[config.mk]
export PLATFORM = sky130hd
export DESIGN_NAME = linear_interp_rate_changer_flat
export DESIGN_NICKNAME = d
export VERILOG_FILES = /design/src/rtl/lir_pkg.sv /design/src/rtl/lir_in_if.sv /design/src/rtl/lir_out_if.sv /design/src/rtl/lir_cfg_if.sv /design/src/rtl/lir_interp.sv /design/src/rtl/linear_interp_rate_changer.sv /design/src/flat_wrapper.sv
export SDC_FILE = /design/constraint.sdc
export NUM_CORES = 1
export LEC_CHECK = 0
export ABC_AREA = 1
export BUFFER_PORTS_ARGS = -buffer_cell sky130_fd_sc_hd__buf_4
export CORE_ASPECT_RATIO = 1.75
export CORE_MARGIN = 4
export CORE_UTILIZATION = 55
export DETAILED_ROUTE_END_ITERATION = 10
export PLACE_DENSITY = 0.72
export SLEW_MARGIN = 20
export SYNTH_ARGS = -nofsm -noshare
export SYNTH_HDL_FRONTEND = slang
export SYNTH_SLANG_ARGS = --single-unit
[constraint.sdc]
create_clock -name clk -period 22.1 [get_ports clk]
set_input_delay 3.315 -clock clk [delete_from_list [all_inputs] [get_ports clk]]
set_output_delay 3.315 -clock clk [all_outputs]
set_load 0.1 [all_outputs]
[src/rtl/lir_pkg.sv]
// ----------------------------------------------------------------------------
// lir_pkg: shared constants for the linear interpolation rate changer
// Default widths of the sample, index and position fields, and the fixed
// width of the step ratio register.
// ----------------------------------------------------------------------------
package lir_pkg;

    localparam int DEF_INDEX_BITS  = 20;
    localparam int DEF_SAMPLE_BITS = 16;
    localparam int DEF_FRAC_BITS   = 16;

    // Step ratio register, unsigned with FRAC_BITS fraction bits
    localparam int RATIO_BITS = 24;

endpackage

[src/rtl/lir_in_if.sv]
// ----------------------------------------------------------------------------
// lir_in_if: input sample channel
// Valid/ready channel carrying one audio sample and its end-of-frame mark.
// ----------------------------------------------------------------------------
interface lir_in_if
    import lir_pkg::*;
#(
    parameter int SAMPLE_BITS = DEF_SAMPLE_BITS
);
    logic                          valid;
    logic                          ready;
    logic signed [SAMPLE_BITS-1:0] in_sample;
    logic                          last_in_frame;

    modport source (output valid, output in_sample, output last_in_frame, input ready);
    modport sink   (input valid, input in_sample, input last_in_frame, output ready);
endinterface

[src/rtl/lir_out_if.sv]
// ----------------------------------------------------------------------------
// lir_out_if: result channel
// Valid/ready channel carrying one result per input transaction.
// ----------------------------------------------------------------------------
interface lir_out_if
    import lir_pkg::*;
#(
    parameter int SAMPLE_BITS = DEF_SAMPLE_BITS,
    parameter int INDEX_BITS  = DEF_INDEX_BITS
);
    logic                          valid;
    logic                          ready;
    logic signed [SAMPLE_BITS-1:0] out_sample;
    logic                          out_valid;
    logic                          frame_end;
    logic        [INDEX_BITS-1:0]  produced_count;

    modport source (output valid, output out_sample, output out_valid, output frame_end,
                    output produced_count, input ready);
    modport sink   (input valid, input out_sample, input out_valid, input frame_end,
                    input produced_count, output ready);
endinterface

[src/rtl/lir_cfg_if.sv]
// ----------------------------------------------------------------------------
// lir_cfg_if: configuration write channel
// Valid/ready channel carrying the step ratio register value.
// ----------------------------------------------------------------------------
interface lir_cfg_if
    import lir_pkg::*;
();
    logic                  valid;
    logic                  ready;
    logic [RATIO_BITS-1:0] rate_ratio;

    modport source (output valid, output rate_ratio, input ready);
    modport sink   (input valid, input rate_ratio, output ready);
endinterface

[src/rtl/lir_interp.sv]
// ----------------------------------------------------------------------------
// lir_interp: two-point linear interpolator
// lo + (hi - lo) * frac / 2^FRAC_BITS, rounded half up. One multiplier.
// ----------------------------------------------------------------------------
module lir_interp
    import lir_pkg::*;
#(
    parameter int SAMPLE_BITS = DEF_SAMPLE_BITS,
    parameter int FRAC_BITS   = DEF_FRAC_BITS
)
(
    input  logic signed [SAMPLE_BITS-1:0] lo_sample,
    input  logic signed [SAMPLE_BITS-1:0] hi_sample,
    input  logic        [FRAC_BITS-1:0]   frac,
    output logic signed [SAMPLE_BITS-1:0] value
);

    localparam int ACC_BITS = SAMPLE_BITS + FRAC_BITS + 2;
    localparam logic signed [ACC_BITS-1:0] HALF = ACC_BITS'(1) <<< (FRAC_BITS - 1);

    logic signed [SAMPLE_BITS:0]   diff;
    logic signed [FRAC_BITS:0]     frac_s;
    logic signed [ACC_BITS-1:0]    prod;
    logic signed [ACC_BITS-1:0]    base;
    logic signed [ACC_BITS-1:0]    acc;
    logic signed [ACC_BITS-1:0]    shifted;

    always_comb
    begin
        diff    = (SAMPLE_BITS + 1)'(hi_sample) - (SAMPLE_BITS + 1)'(lo_sample);
        frac_s  = $signed({1'b0, frac});
        prod    = diff * frac_s;
        base    = ACC_BITS'(lo_sample) <<< FRAC_BITS;
        acc     = base + prod + HALF;
        // result always lies between lo and hi, so truncation is safe
        shifted = acc >>> FRAC_BITS;
        value   = shifted[SAMPLE_BITS-1:0];
    end

endmodule

[src/rtl/linear_interp_rate_changer.sv]
// ----------------------------------------------------------------------------
// linear_interp_rate_changer: downward audio resampler, linear interpolation
// Output k of a frame sits at input position k * ratio (ratio >= 1); each
// output is the interpolation of the two input samples around it.
// ----------------------------------------------------------------------------
// Usage:
//   samples : sink channel, one input sample per transaction, last_in_frame
//             marks the final sample of a frame.
//   results : source channel, exactly one result per input transaction.
//             out_valid tells whether a resampled sample came out; output 0
//             of every frame is zero. produced_count is the running count
//             for the frame and is final on the result with frame_end set.
//   cfg     : write channel for the step ratio (unsigned, FRAC_BITS fraction
//             bits). Always ready. Write only while the block is idle.
//             Ratios below one are treated as one.
// The result of a sample is written to the output register at the edge that
// accepts it. Throughput is one transaction per cycle while the receiver does
// not stall, set by the single output register; frame state updates on every
// acceptance. When the receiver stalls, the output register holds its result
// and samples.ready is high only if that register is empty or drains.
// Reset clears the frame state and sets the ratio to one; no result pending.
// ----------------------------------------------------------------------------
module linear_interp_rate_changer
    import lir_pkg::*;
#(
    parameter int INDEX_BITS  = DEF_INDEX_BITS,
    parameter int SAMPLE_BITS = DEF_SAMPLE_BITS,
    parameter int FRAC_BITS   = DEF_FRAC_BITS
)
(
    input  logic         clk,
    input  logic         rst_n,
    lir_in_if.sink       samples,
    lir_out_if.source    results,
    lir_cfg_if.sink      cfg
);

    // Position: INDEX_BITS integer part, FRAC_BITS fraction
    localparam int POS_BITS  = INDEX_BITS + FRAC_BITS;
    // Step must hold both the register and the value one
    localparam int STEP_BITS = (RATIO_BITS > FRAC_BITS + 1) ? RATIO_BITS : FRAC_BITS + 1;
    localparam int SUM_BITS  = ((POS_BITS > STEP_BITS) ? POS_BITS : STEP_BITS) + 1;

    localparam logic [STEP_BITS-1:0]  ONE_STEP    = STEP_BITS'(1) << FRAC_BITS;
    localparam logic [RATIO_BITS-1:0] RATIO_RESET = RATIO_BITS'(64'd1 << FRAC_BITS);
    localparam logic [POS_BITS-1:0]   POS_MAX     = '1;
    localparam logic [INDEX_BITS-1:0] IDX_MAX     = '1;

    // Configuration
    logic [RATIO_BITS-1:0] rate_ratio_reg;

    // Frame state
    logic [INDEX_BITS-1:0]         sample_index_reg, sample_index_next;
    logic [POS_BITS-1:0]           next_position_reg, next_position_next;
    logic signed [SAMPLE_BITS-1:0] previous_sample_reg, previous_sample_next;
    logic [INDEX_BITS-1:0]         output_count_reg, output_count_next;

    // Output register
    logic                          res_valid_reg;
    logic signed [SAMPLE_BITS-1:0] out_sample_reg, out_sample_next;
    logic                          out_valid_reg, out_valid_next;
    logic                          frame_end_reg;

    logic                          accept;
    logic [STEP_BITS-1:0]          ratio_ext;
    logic [STEP_BITS-1:0]          step;
    logic                          first;
    logic [INDEX_BITS-1:0]         lo_index;
    logic                          hit;
    logic [SUM_BITS-1:0]           pos_wide;
    logic [POS_BITS-1:0]           pos_sat;
    logic signed [SAMPLE_BITS-1:0] interp_value;

    // Handshakes: a result may be pending as long as it drains this cycle
    assign samples.ready = !res_valid_reg || results.ready;
    assign accept        = samples.valid && samples.ready;
    assign cfg.ready     = 1'b1;

    lir_interp #(
        .SAMPLE_BITS (SAMPLE_BITS),
        .FRAC_BITS   (FRAC_BITS)
    ) u_interp (
        .lo_sample (previous_sample_reg),
        .hi_sample (samples.in_sample),
        .frac      (next_position_reg[FRAC_BITS-1:0]),
        .value     (interp_value)
    );

    always_comb
    begin
        ratio_ext = STEP_BITS'(rate_ratio_reg);
        step      = (ratio_ext < ONE_STEP) ? ONE_STEP : ratio_ext;

        first    = (sample_index_reg == '0);
        lo_index = next_position_reg[POS_BITS-1:FRAC_BITS];
        // the upper neighbor is the current sample: both neighbors exist
        hit      = !first && (lo_index < sample_index_reg);

        // First sample: output 0 lands at zero, next one a ratio further
        if (first)
            pos_wide = SUM_BITS'(step);
        else
            pos_wide = SUM_BITS'(next_position_reg) + SUM_BITS'(step);
        pos_sat = (pos_wide > SUM_BITS'(POS_MAX)) ? POS_MAX : pos_wide[POS_BITS-1:0];

        out_valid_next  = first || hit;
        out_sample_next = hit ? interp_value : '0;

        output_count_next = output_count_reg;
        if (out_valid_next && output_count_reg != IDX_MAX)
            output_count_next = output_count_reg + 1'b1;

        next_position_next = out_valid_next ? pos_sat : next_position_reg;
        sample_index_next  = (sample_index_reg == IDX_MAX) ? sample_index_reg
                                                           : sample_index_reg + 1'b1;
        previous_sample_next = samples.in_sample;
    end

    always_ff @(posedge clk or negedge rst_n)
    begin
        if (!rst_n)
        begin
            rate_ratio_reg <= RATIO_RESET;
        end
        else if (cfg.valid && cfg.ready)
        begin
            rate_ratio_reg <= cfg.rate_ratio;
        end
    end

    // Frame state; cleared after the frame's last sample
    always_ff @(posedge clk or negedge rst_n)
    begin
        if (!rst_n)
        begin
            sample_index_reg    <= '0;
            next_position_reg   <= '0;
            previous_sample_reg <= '0;
            output_count_reg    <= '0;
        end
        else if (accept)
        begin
            if (samples.last_in_frame)
            begin
                sample_index_reg    <= '0;
                next_position_reg   <= '0;
                previous_sample_reg <= '0;
                output_count_reg    <= '0;
            end
            else
            begin
                sample_index_reg    <= sample_index_next;
                next_position_reg   <= next_position_next;
                previous_sample_reg <= previous_sample_next;
                output_count_reg    <= output_count_next;
            end
        end
    end

    always_ff @(posedge clk or negedge rst_n)
    begin
        if (!rst_n)
            res_valid_reg <= 1'b0;
        else if (accept)
            res_valid_reg <= 1'b1;
        else if (results.ready)
            res_valid_reg <= 1'b0;
    end

    // Result payload, no reset needed
    logic [INDEX_BITS-1:0] produced_count_reg;

    always_ff @(posedge clk)
    begin
        if (accept)
        begin
            out_sample_reg     <= out_sample_next;
            out_valid_reg      <= out_valid_next;
            frame_end_reg      <= samples.last_in_frame;
            produced_count_reg <= output_count_next;
        end
    end

    assign results.valid          = res_valid_reg;
    assign results.out_sample     = out_sample_reg;
    assign results.out_valid      = out_valid_reg;
    assign results.frame_end      = frame_end_reg;
    assign results.produced_count = produced_count_reg;

endmodule

[src/flat_wrapper.sv]
// flat-port wrapper written by rule: the top's interface ports become plain ports
module linear_interp_rate_changer_flat import lir_pkg::*;
#(
    parameter int INDEX_BITS  = DEF_INDEX_BITS,
    parameter int SAMPLE_BITS = DEF_SAMPLE_BITS,
    parameter int FRAC_BITS   = DEF_FRAC_BITS
)
  (clk, rst_n, samples_valid, samples_in_sample, samples_last_in_frame, samples_ready, results_valid, results_out_sample, results_out_valid, results_frame_end, results_produced_count, results_ready, cfg_valid, cfg_rate_ratio, cfg_ready);
  lir_in_if #(.SAMPLE_BITS(SAMPLE_BITS)) samples_i ();
  lir_out_if #(.SAMPLE_BITS(SAMPLE_BITS), .INDEX_BITS(INDEX_BITS)) results_i ();
  lir_cfg_if cfg_i ();
  input  logic clk;
  input  logic rst_n;
  input wire logic [$bits(samples_i.valid)-1:0] samples_valid;
  input wire logic [$bits(samples_i.in_sample)-1:0] samples_in_sample;
  input wire logic [$bits(samples_i.last_in_frame)-1:0] samples_last_in_frame;
  output wire logic [$bits(samples_i.ready)-1:0] samples_ready;
  output wire logic [$bits(results_i.valid)-1:0] results_valid;
  output wire logic [$bits(results_i.out_sample)-1:0] results_out_sample;
  output wire logic [$bits(results_i.out_valid)-1:0] results_out_valid;
  output wire logic [$bits(results_i.frame_end)-1:0] results_frame_end;
  output wire logic [$bits(results_i.produced_count)-1:0] results_produced_count;
  input wire logic [$bits(results_i.ready)-1:0] results_ready;
  input wire logic [$bits(cfg_i.valid)-1:0] cfg_valid;
  input wire logic [$bits(cfg_i.rate_ratio)-1:0] cfg_rate_ratio;
  output wire logic [$bits(cfg_i.ready)-1:0] cfg_ready;
  assign samples_i.valid = samples_valid;
  assign samples_i.in_sample = samples_in_sample;
  assign samples_i.last_in_frame = samples_last_in_frame;
  assign samples_ready = samples_i.ready;
  assign results_valid = results_i.valid;
  assign results_out_sample = results_i.out_sample;
  assign results_out_valid = results_i.out_valid;
  assign results_frame_end = results_i.frame_end;
  assign results_produced_count = results_i.produced_count;
  assign results_i.ready = results_ready;
  assign cfg_i.valid = cfg_valid;
  assign cfg_i.rate_ratio = cfg_rate_ratio;
  assign cfg_ready = cfg_i.ready;
  linear_interp_rate_changer #(.INDEX_BITS(INDEX_BITS), .SAMPLE_BITS(SAMPLE_BITS), .FRAC_BITS(FRAC_BITS)) u_core (.clk(clk), .rst_n(rst_n), .samples(samples_i), .results(results_i), .cfg(cfg_i));
endmodule
# --- Yosys cells after proc, flatten, opt, wreduce, memory -nomap -nowiden ---
# Cells that the tools add are included.
totals:
  mem_count: 0
  rom_bits: 0
  word_cells: 47
  in_bits: 46
  out_inout_bits: 41
  register_bits: 155
  latch_bits: 0
  mem_bits_rw: 0
classes:
  n_mux: 12
  order_cmp: 3
  bitwise_logic: 0
  shifts: 0
  eq_ne: 3
  n_div: 0
  add_sub_neg: 6
  mul: 1
  reduce_logical: 12
op_table:
  columns: ["op", "count"]
  rows:
  - ["$mux 36", 3]
  - ["$mux 20", 4]
  - ["$add 20x1->20 const B", 2]
  - ["$add 36x24->37", 1]
  - ["$gt 37x36->1 const B", 1]
  - ["$mux 37", 1]
  - ["$add 32x17->32 const B", 1]
  - ["$add 32x32->32", 1]
  - ["$mul 17x17->32", 1]
  - ["$lt 24x17->1 const B", 1]
  - ["$mux 24", 1]
  - ["$eq 20x20->1 const B", 1]
  - ["$logic_not 20->1", 1]
  - ["$lt 20x20->1", 1]
  - ["$ne 20x20->1 const B", 1]
  - ["$sub 16x16->17", 1]
  - ["$mux 16", 1]
  - ["$reduce_and 2->1", 2]
  - ["$reduce_bool 2->1", 2]
  - ["$logic_and 1x1->1", 3]
  - ["$logic_not 1->1", 2]
  - ["$logic_or 1x1->1", 2]
  - ["$mux 1", 2]
  - ["$ne 2x2->1 const B", 1]

# --- Logic depth before layout (Yosys ltp) ---
depth:
  word_depth: 8
  mapped_depth: 41
  ltp_nobuf: 39

# --- Cells and area by module ---
# A second synthesis with hierarchy kept.
hier_totals:
  hier_cells: 2891
  area_unflattened_um2: 22288.9
modules_own_cells:
  columns: ["mod", "cells_each", "seq_area_each_um2", "instances", "area_each_um2"]
  rows:
  - ["lir_interp", 1578, 0.0, 1, 12326.8]
  - ["linear_interp_rate_changer", 1313, 4070.2, 1, 9962.1]

# --- Worst setup path before layout ---
# No wires, ideal clock.
synth_timing:
  path_type: "input to register"
  start: "input samples_in_sample[0]"
  end: "register u_core.out_sample_reg[15], in the netlist u_core.results.out_sample[15] (data pin)"
  path_slack_ns: 12.140
  n_path_buf: 1
  t_arrival_ns: 9.702
  path_stages: 31
  required_time_ns: 21.841
  setup_ns: 0.259
  path_cell_list: "inv_1 -> ha_1 -> fa_1 -> inv_1 -> nand2_1 -> nand2_1 -> nand3_1 -> nand2_2 -> nand2_1 -> nand3_1 -> nand2_1 -> buf_2 -> nor2_1 -> inv_1 -> fa_1 -> fa_1 -> inv_1 -> fa_1 -> inv_1 -> fa_1 -> fa_1 -> inv_1 -> ha_1 -> a21o_1 -> o21bai_1 -> a21oi_1 -> o21bai_1 -> a21oi_1 -> inv_1 -> nand2_1 -> a21oi_1"
synth_between:
  elab_chain_len: 4
synth_lines:
  columns: ["element", "line", "text"]
  rows:
  - ["start: declaration", "flat_wrapper.sv:15", "input wire logic [$bits(samples_i.in_sample)-1:0] samples_in_sample;"]
  - ["$sub 16x16->17", "lir_interp.sv:30", "diff = (SAMPLE_BITS + 1)'(hi_sample) - (SAMPLE_BITS + 1)'(lo_sample);"]
  - ["$mul 17x17->32", "lir_interp.sv:32", "prod = diff * frac_s;"]
  - ["$add 32x32->32", "lir_interp.sv:34", "acc = base + prod + HALF;"]
  - ["$add 32x17->32", "lir_interp.sv:34", null]
  - ["end signal: assignment", "linear_interp_rate_changer.sv:177", "out_sample_reg <= out_sample_next;"]
  - ["end: declaration", "linear_interp_rate_changer.sv:60", "logic signed [SAMPLE_BITS-1:0] out_sample_reg, out_sample_next;"]
# No other way between the ends.
# A chain may end at the register's enable or synchronous reset.

# --- Final worst setup path ---
layout_timing:
  start: "input samples_in_sample[0]"
  end: "register u_core.out_sample_reg[9], in the netlist u_core.results.out_sample[9] (data pin)"
# Same word-level chain as after synthesis.

==> impl_metrics.json <==
{
  "worst_pin_slew_ns": 1.05,
  "fmax_mhz": 93.5,
  "cts.path.max_buffers": 2,
  "core_sq_um": 39900,
  "max_stage_delay_ns": 0.96,
  "ios": 87,
  "die_h_microns": 274,
  "hold_viol_final": 0,
  "die-area_sq_um": 43700,
  "final_cell_mix": "nand2_1, inv_1, nor2_1, fa_1, ha_1",
  "grt_max_degree": 57,
  "wl_per_cell_microns": 19.0,
  "yosys_warnings": 0,
  "max_slew_margin": 0.296,
  "cp_max_fo": 13,
  "cts_max_level": 4,
  "track_usage": 0.309,
  "arrival_ns": 11.00,
  "cts_tree": "built",
  "outcome": "finished clean",
  "syn_area_sq_um": 22200,
  "synth_compound_area_frac": 0.0770,
  "ctsHoldBuffers": 0,
  "synth.ff_latch_count": 155,
  "clock_sinks": 155,
  "synthAdderAreaFrac": 0.346,
  "vias": 19200,
  "antenna_found_initial": 0,
  "syn_area_per_cell_sq_um": 7.61,
  "grtUsageMet1": 0.303,
  "grt_overflow_total": 0,
  "drc": 0,
  "async_flop_share": 0.755,
  "routabilityCongestion": 0.996,
  "dp_hpwl_microns": 54200,
  "drt-total-wl_microns": 65600,
  "drt_pass1_iterations": 5,
  "cts_resized": 0,
  "fillers": 3700,
  "top_usage_layer": "met2",
  "setup-violations-final": 0,
  "finalCritPeriodShare": 0.484,
  "crit_buf_inv": 8,
  "cp.required_ns": 22.40,
  "finalCriticalPeriod_ns": 10.70,
  "grt_util_met2": 0.591,
  "min_path_type": "register to register",
  "mostFrequentLayoutCell": "nand2_1",
  "start_util": 0.555,
  "ys_types": 57,
  "drt_iter0_markers": 1233,
  "grt_use_met3": 0.0389,
  "ant_nets": 0,
  "seq_area_frac_synth": 0.184,
  "clock_latency_ns": 0.46,
  "largest_register_ffs": 36,
  "numPortBuffers": 85,
  "cap_viol_max_count": 0,
  "synth_edf_count": 38,
  "n_antenna_cell": 0,
  "synth_xor_xnor_area_share": 0.0309,
  "synth_simple_gate_area_frac": 0.238,
  "fin_setup_tns_ns": 0,
  "crit_top_cell": "nand2_1",
  "end_kind": "register",
  "worst_clock_skew_ns": 0.0171,
  "critPathTopFamily": "adder cells",
  "synthFlopType": "dfrtp_1",
  "rsz0062_at_grt": "false",
  "cts_setup_buffers": 0,
  "synth_nets": 3399,
  "post_drt_via_cell_ratio": 5.57,
  "drv_slew": 0,
  "numCtsBuffers": 17,
  "grt_pass1_wl_microns": 106000,
  "layout-drive-gt1-share": 0.0699,
  "num_rows": 97,
  "synth_mux_area_frac": 0,
  "root_buffer": "clkbuf_16",
  "critPathSlowestCell": "fa_1",
  "synth_top_family_by_area": "adder cells",
  "startpoint_type": "input port",
  "grt_pass1_vias": 20900,
  "syn_inst": 2912,
  "syn2layout_area_growth_pct": 6.91,
  "nets": 3437,
  "critPathKind": "input port to register",
  "path_clk_slew_ns": 0.08,
  "die_x_microns": 160
}
==> kinds of logic after synthesis <==
kind of cell / after synthesis
compound gates: 297
xor+xnor: 70
fa+ha+maj: 441
buf+inv: 702
flops: 155
other cells: 1
simple gates: 1246
==> through the flow <==
step / instance area (sq um) / setup slack [ns] / util / hold slack [ns] / instances
after global routing: 23700 / 10.87 / 0.593 / 0.554 / 3458
final: 23700 / 11.40 / 0.593 / 0.521 / 3458
after global placement: 23100 / 11.12 / 0.578 / 0.497 / 3426
after CTS: 23700 / 11.44 / 0.593 / 0.517 / 3458
after detailed placement: 23100 / 10.96 / 0.578 / 0.507 / 3426
after floorplan: 22200 / 12.14 / - / 0.474 / 2912
==> cell type report <==
class,count,area [sq um],share of cell area
inverters,625,2350,0.0990
clock buffers,18,429,0.0181
flip-flops and latches,155,4070,0.172
clock inverters,14,169,0.00713
repair buffers,96,721,0.0304
multi-input cells,2055,15300,0.647
well taps,495,619,0.0261
==> worst reg2reg max path: cells and delay by family, from the launching register on <==
kind | cells | cell delay [ns]
adder cells (fa/ha/maj) | 9 | 4.67
AND/OR/NAND/NOR | 13 | 1.81
buffers and inverters | 6 | 0.71
flip-flops | 1 | 0.44
AO/OA/AOI/OAI | 2 | 0.37
==> worst paths after layout <==
check                                                                from                                         end  slack, ns  depth (start not counted)
min in group asynchronous                                           rst_n      u_core.output_count_reg[9]$_DFFE_PN0P_       2.76                          1
worst min register to register      u_core.rate_ratio_reg[16]$_DFFE_PN1P_       u_core.rate_ratio_reg[16]$_DFFE_PN1P_       0.52                          2
worst min-delay path                u_core.rate_ratio_reg[16]$_DFFE_PN1P_       u_core.rate_ratio_reg[16]$_DFFE_PN1P_       0.52                          2
max in group asynchronous                                           rst_n        u_core.rate_ratio_reg[5]$_DFFE_PN0P_      17.72                          3
worst max-delay path                                 samples_in_sample[0]  u_core.results.out_sample[9]$_SDFFCE_PN0P_      11.40                         32
worst max register to register  u_core.previous_sample_reg[0]$_DFFE_PN0P_  u_core.results.out_sample[9]$_SDFFCE_PN0P_      13.96                         30
==> synth_stat cells (all sizes together) (5+ instances only) <==
cell	number	area share
inv	620	0.11
a31o	5	0.0020
buf	34	0.011
a21o	8	0.0027
ha	156	0.088
edfxtp	38	0.051
xor2	52	0.024
or2	15	0.0042
o21ai	138	0.032
o31ai	11	0.0037
o21a	11	0.0037
fa	285	0.26
nand4	43	0.013
nor2	308	0.054
clkinv	5	0.00085
a21oi	104	0.025
o21bai	11	0.0042
nor3	36	0.0086
clkbuf	43	0.0073
dfrtp	116	0.13
nand3	143	0.033
xnor2	18	0.0071
nand2	668	0.11
nand3b	10	0.0034
nor4	17	0.0056
==> routing by layer <==
metal | wire (microns) | part of all wire | vias up
li1 | - | - | 9008
met3 | 2720 | 0.041 | 294
met1 | 22000 | 0.34 | 9254
met4 | 5720 | 0.087 | 0
met2 | 35100 | 0.54 | 688
met5 | 0 | 0 | -
Power is not shown: default switching activity piles up to over one toggle a cycle in this logic, so the estimate is an artifact.
